`src/design/ihb_pkg.sv`:
```
// Shared types, constants and checksum helpers for the IPv4 UDP/TCP header builder.
// No dependencies; every other file of the block imports this package.
`timescale 1ns / 1ps
`default_nettype none

package ihb_pkg;

    // Sizing
    localparam int MAX_FRAGMENT = 1024;
    localparam int LEN_W        = 11;
    // worst-case sum of the 16-bit payload words of one fragment
    localparam int SUM_W        = $clog2(((MAX_FRAGMENT + 1) / 2) * 65535 + 1);
    // wide enough for payload sum plus the header terms before folding
    localparam int CSUM_W       = ((SUM_W > 16) ? SUM_W : 16) + 4;
    localparam int QUEUE_DEPTH  = 4;
    localparam int QPTR_W       = $clog2(QUEUE_DEPTH);
    localparam int CFG_IDX_W    = 4;
    localparam int CFG_DATA_W   = 32;
    localparam int WIDX_W       = 5;

    localparam logic [LEN_W-1:0] MAX_FRAG_LEN    = LEN_W'(MAX_FRAGMENT);
    localparam logic [LEN_W-1:0] FRAG_SIZE_RESET = 11'd1024;

    // Configuration register indexes
    localparam logic [CFG_IDX_W-1:0] REG_SRC_ADDR    = 4'd0;
    localparam logic [CFG_IDX_W-1:0] REG_SOURCE_PORT = 4'd1;
    localparam logic [CFG_IDX_W-1:0] REG_USE_TCP     = 4'd2;
    localparam logic [CFG_IDX_W-1:0] REG_FRAG_SIZE   = 4'd3;

    // Fixed header fields
    localparam logic [15:0] VER_IHL_TOS   = 16'h4500;
    localparam logic [15:0] IP_ID         = 16'd54321;
    localparam logic [7:0]  IP_TTL        = 8'd255;
    localparam logic [15:0] TCP_OFF_FLAGS = 16'h5002;
    localparam logic [15:0] TCP_WINDOW    = 16'd5840;
    localparam logic [7:0]  PROTO_TCP     = 8'd6;
    localparam logic [7:0]  PROTO_UDP     = 8'd17;
    localparam logic [15:0] IP_HDR_BYTES  = 16'd20;
    localparam logic [15:0] UDP_HDR_BYTES = 16'd8;
    localparam logic [15:0] TCP_HDR_BYTES = 16'd20;
    localparam logic [WIDX_W-1:0] UDP_WORDS = 5'd14;
    localparam logic [WIDX_W-1:0] TCP_WORDS = 5'd20;

    typedef struct packed {
        logic [31:0]      src_addr;
        logic [15:0]      source_port;
        logic             use_tcp;
        logic [LEN_W-1:0] frag_size;
    } cfg_t;

    // One closed fragment, handed from the front end to the back end
    typedef struct packed {
        logic [LEN_W-1:0] len;
        logic [SUM_W-1:0] payload_sum;
        logic [31:0]      dst_addr;
        logic [15:0]      dst_port;
    } frag_desc_t;

    typedef enum logic [2:0] {
        BK_IDLE,
        BK_CALC,
        BK_FOLD1,
        BK_FOLD2,
        BK_EMIT
    } back_state_t;

    function automatic logic [CSUM_W-1:0] ext16(input logic [15:0] x);
        return {{(CSUM_W - 16){1'b0}}, x};
    endfunction

    // One end-around carry step of the one's-complement sum
    function automatic logic [CSUM_W-1:0] fold_step(input logic [CSUM_W-1:0] s);
        return (s >> 16) + ext16(s[15:0]);
    endfunction

endpackage

`default_nettype wire

```
`src/design/ihb_queue.sv`:
```
// Small descriptor FIFO between the front end and the header back end.
// Depends on ihb_pkg for frag_desc_t and the depth constants.
`timescale 1ns / 1ps
`default_nettype none

module ihb_queue
    import ihb_pkg::*;
(
    input  wire logic       clk,
    input  wire logic       rst_n,
    input  wire logic       push,
    input  wire frag_desc_t push_desc,
    output logic            full,
    input  wire logic       pop,
    output frag_desc_t      pop_desc,
    output logic            empty
);

    frag_desc_t        entry_reg [QUEUE_DEPTH];
    logic [QPTR_W-1:0] wr_ptr_reg, wr_ptr_next;
    logic [QPTR_W-1:0] rd_ptr_reg, rd_ptr_next;
    logic [QPTR_W:0]   fill_reg, fill_next;
    logic              do_push, do_pop;

    assign full     = (fill_reg == (QPTR_W + 1)'(QUEUE_DEPTH));
    assign empty    = (fill_reg == '0);
    assign do_push  = push && !full;
    assign do_pop   = pop && !empty;
    assign pop_desc = entry_reg[rd_ptr_reg];

    // Pointer and fill count update
    always_comb
    begin
        wr_ptr_next = do_push ? wr_ptr_reg + QPTR_W'(1) : wr_ptr_reg;
        rd_ptr_next = do_pop  ? rd_ptr_reg + QPTR_W'(1) : rd_ptr_reg;
        fill_next   = fill_reg;
        if (do_push && !do_pop)
            fill_next = fill_reg + (QPTR_W + 1)'(1);
        else if (do_pop && !do_push)
            fill_next = fill_reg - (QPTR_W + 1)'(1);
    end

    always_ff @(posedge clk or negedge rst_n)
    begin
        if (!rst_n)
        begin
            wr_ptr_reg <= '0;
            rd_ptr_reg <= '0;
            fill_reg   <= '0;
        end
        else
        begin
            wr_ptr_reg <= wr_ptr_next;
            rd_ptr_reg <= rd_ptr_next;
            fill_reg   <= fill_next;
        end
    end

    // Storage, no reset needed
    always_ff @(posedge clk)
    begin
        if (do_push)
            entry_reg[wr_ptr_reg] <= push_desc;
    end

endmodule

`default_nettype wire

```
`config.mk`:
```
export PLATFORM = sky130hd
export DESIGN_NAME = ihb_queue
export DESIGN_NICKNAME = d
export VERILOG_FILES = /design/src/design/ihb_pkg.sv /design/src/design/ihb_queue.sv
export SDC_FILE = /design/constraint.sdc
export NUM_CORES = 1
export LEC_CHECK = 0
export BUFFER_PORTS_ARGS = -buffer_cell sky130_fd_sc_hd__buf_4
export CAP_MARGIN = 10
export CORE_MARGIN = 10
export CORE_UTILIZATION = 40
export DETAILED_ROUTE_END_ITERATION = 8
export PLACE_DENSITY = 0.65
export SLEW_MARGIN = 25
export SYNTH_ARGS = -nofsm -noshare
export SYNTH_HDL_FRONTEND = slang
export SYNTH_SLANG_ARGS = --single-unit
```
`constraint.sdc`:
```
create_clock -name clk -period 4.5 [get_ports clk]
set_clock_uncertainty 0.15 [all_clocks]
set_input_delay 0.225 -clock clk [delete_from_list [all_inputs] [get_ports clk]]
set_output_delay 0.225 -clock clk [all_outputs]
set_load 0.05 [all_outputs]
```
==> impl_metrics.json <==
{
  "timing.fmax_mhz": 321,
  "synth.cell_area_mm2": 0.0126,
  "avgRoutedWirePerCell_um": 21.5,
  "yosysUniqueCellTypes": 22,
  "cts_tree": "built",
  "maxSlewViolCount": 0,
  "synthSimpleGateAreaFrac_pct": 0.497,
  "grt_pass1_wl_mm": 39.6,
  "cts_made_buffers": 36,
  "syn2layout_area_growth_pct": 29.6,
  "synth-xor-area-share_pct": 0.418,
  "ys_seq_area_share_pct": 81.6,
  "layout_common_cells": "edfxtp_1 (336), buf_4 (181), dlygate4sd3_1 (87), mux4_2 (84), clkbuf_16 (37)",
  "outcome": "complete, no violations",
  "relSlewSlack_pct": 35.3,
  "clock_sinks": 343,
  "dpl.hpwl_mm": 15.5,
  "placed_area_mm2": 0.0143,
  "wl_mm": 25.4,
  "rows": 64,
  "overflow": 0,
  "required_ns": 4.12,
  "ir_worst_vdd_v": 0.000492,
  "cp-start-kind": "flip-flop",
  "design_area_mm2": 0.0163,
  "clk_latency_ns": 0.49,
  "root_buffer": "clkbuf_16",
  "synth_compound_gate_area_share_pct": 0,
  "hold-worst-slack_ns": 0.108,
  "grt_max_degree": 68,
  "gp_congestion": 0.741,
  "power.total_uw": 12000,
  "largest_reg_flops": 336,
  "grt_pass1_vias": 6666,
  "initial_utilization_pct": 40.8,
  "fillers": 2332,
  "hold_viol": 0,
  "setup_tns_ns": 0,
  "synth-seq-cells": 343,
  "num_vias": 5911,
  "die_w_um": 197,
  "finalSetupViolCount": 0,
  "synth_top_family_by_area": "multiplexers",
  "drv_cap": 0,
  "grt_use_total_pct": 13.2,
  "drt-initial-drc-count": 393,
  "fin_util_pct": 52.9,
  "postCtsHoldBufs": 87,
  "post_cts_resized": 0,
  "worstHoldPathType": "input pin to flip-flop",
  "drtAntennaViolNets": 0,
  "powerDensity_mw_per_mm2": 738,
  "final_nets": 858,
  "worst_slew_pin_slew_ns": 0.970,
  "core-area_mm2": 0.0308,
  "cts_setup_buffers": 0,
  "synth_nets": 569,
  "clkTransAtPathRegs_ns": 0.06,
  "total_leakage_power_uw": 0.00562,
  "crit_arrival_ns": 2.74,
  "ff2ff_setup_slack_ns": 1.66,
  "layout_commonest_cell": "edfxtp_1",
  "firstDrtPassIters": 4,
  "drive_gt1_share_pct": 40.9,
  "die_h_um": 197,
  "cp_max_fo": 48,
  "fin_crit_ns": 3.11,
  "yosysWarnings": 0,
  "pin_count": 174,
  "die-area_mm2": 0.0389,
  "viasPerCell": 5.00,
  "syn_area_per_cell_um2": 26.5,
  "critPathCaptureType": "output pin",
  "drcViolationCount": 0,
  "rsz0062_at_grt": "no",
  "antenna_found_initial": 3,
  "cts_max_level": 2,
  "synthMuxAreaShare_pct": 15.2,
  "netlist_instances": 475,
  "clockBufferDepth": 3,
  "synthAdderAreaFrac_pct": 0.656,
  "io_buffers": 173,
  "critical_path_class": "flip-flop to output pin",
  "finalCritPeriodShare_pct": 69.1
}
worst paths after layout:
kind / startpoint / endpoint / cells past startpoint
max reg2reg: fill_reg[2] / entry_reg[1][38] / 4
max in group asynchronous: rst_n / rd_ptr_reg[0] / 3
min in group asynchronous: rst_n / rd_ptr_reg[1] / 3
max: rd_ptr_reg[0] / pop_desc[61] / 3
min reg2reg: fill_reg[2] / fill_reg[2] / 1
min: push / wr_ptr_reg[0] / 3
cells in the mapped netlist (all sizes together):
library cell  instances  area share, %
dfrtp                 7            1.4
fa                    1           0.16
or3                   1          0.050
buf                  19            1.5
edfxtp              336             80
nand2                 1          0.030
nor2b                 1          0.050
mux2                  2           0.18
ha                    5           0.50
mux4                 84             15
inv                   4           0.12
xnor2                 4           0.28
nand3                 1          0.040
xor2                  2           0.14
and2                  4           0.20
nor3b                 1          0.099
nor2                  1          0.030
clkbuf                1          0.030
final cells by class:
cell class | count | area (um2) | area share [%]
multi-input cells | 108 | 2120 | 13.0
diodes | 2 | 5.00 | 0.0307
clock buffers | 41 | 941 | 5.77
clock inverters | 17 | 151 | 0.929
repair buffers | 271 | 2300 | 14.1
inverters | 4 | 15.0 | 0.0921
well taps | 396 | 495 | 3.04
flip-flops and latches | 343 | 10300 | 63.0
per-layer routing:
layer,global-route usage [%],share of wire [%],up-vias
met4,3.73,2.0,2
li1,-,-,2618
met2,21.4,49,169
met3,3.56,5.8,38
met1,17.3,43,3084
met5,0,0.051,-
logic make-up (layout without fill, tap and decap cells):
kind of cell,count (synthesis),after routing
mux,86,86
other cells,0,2
flops,343,343
xor+xnor,6,6
fa+ha+maj,6,6
simple gates,10,10
buf+inv,24,333
through the flow:
stage | cells | setup WS [ns]
5_1_grt | 1182 | 1.14
3_5_place_dp | 1033 | 1.53
6_report | 1182 | 1.39
3_3_place_gp | 1033 | 1.68
4_1_cts | 1178 | 1.26
2_1_floorplan | 475 | 1.01
power by group:
group / total, uW / switching (uW) / internal [uW] / leakage, uW
logic: 4760 / 3090 / 1670 / 0.00193
registers: 4520 / 288 / 4230 / 0.00316
clock network: 2760 / 1100 / 1660 / 0.000535
total: 12000 / 4470 / 7560 / 0.00562
worst max-delay path: stages, from the launching register on:
cell     delay [ns]
dfrtp_4        0.93
buf_12         0.43
mux4_2         0.59
buf_4          0.21
(Power assumes the default switching activity.)
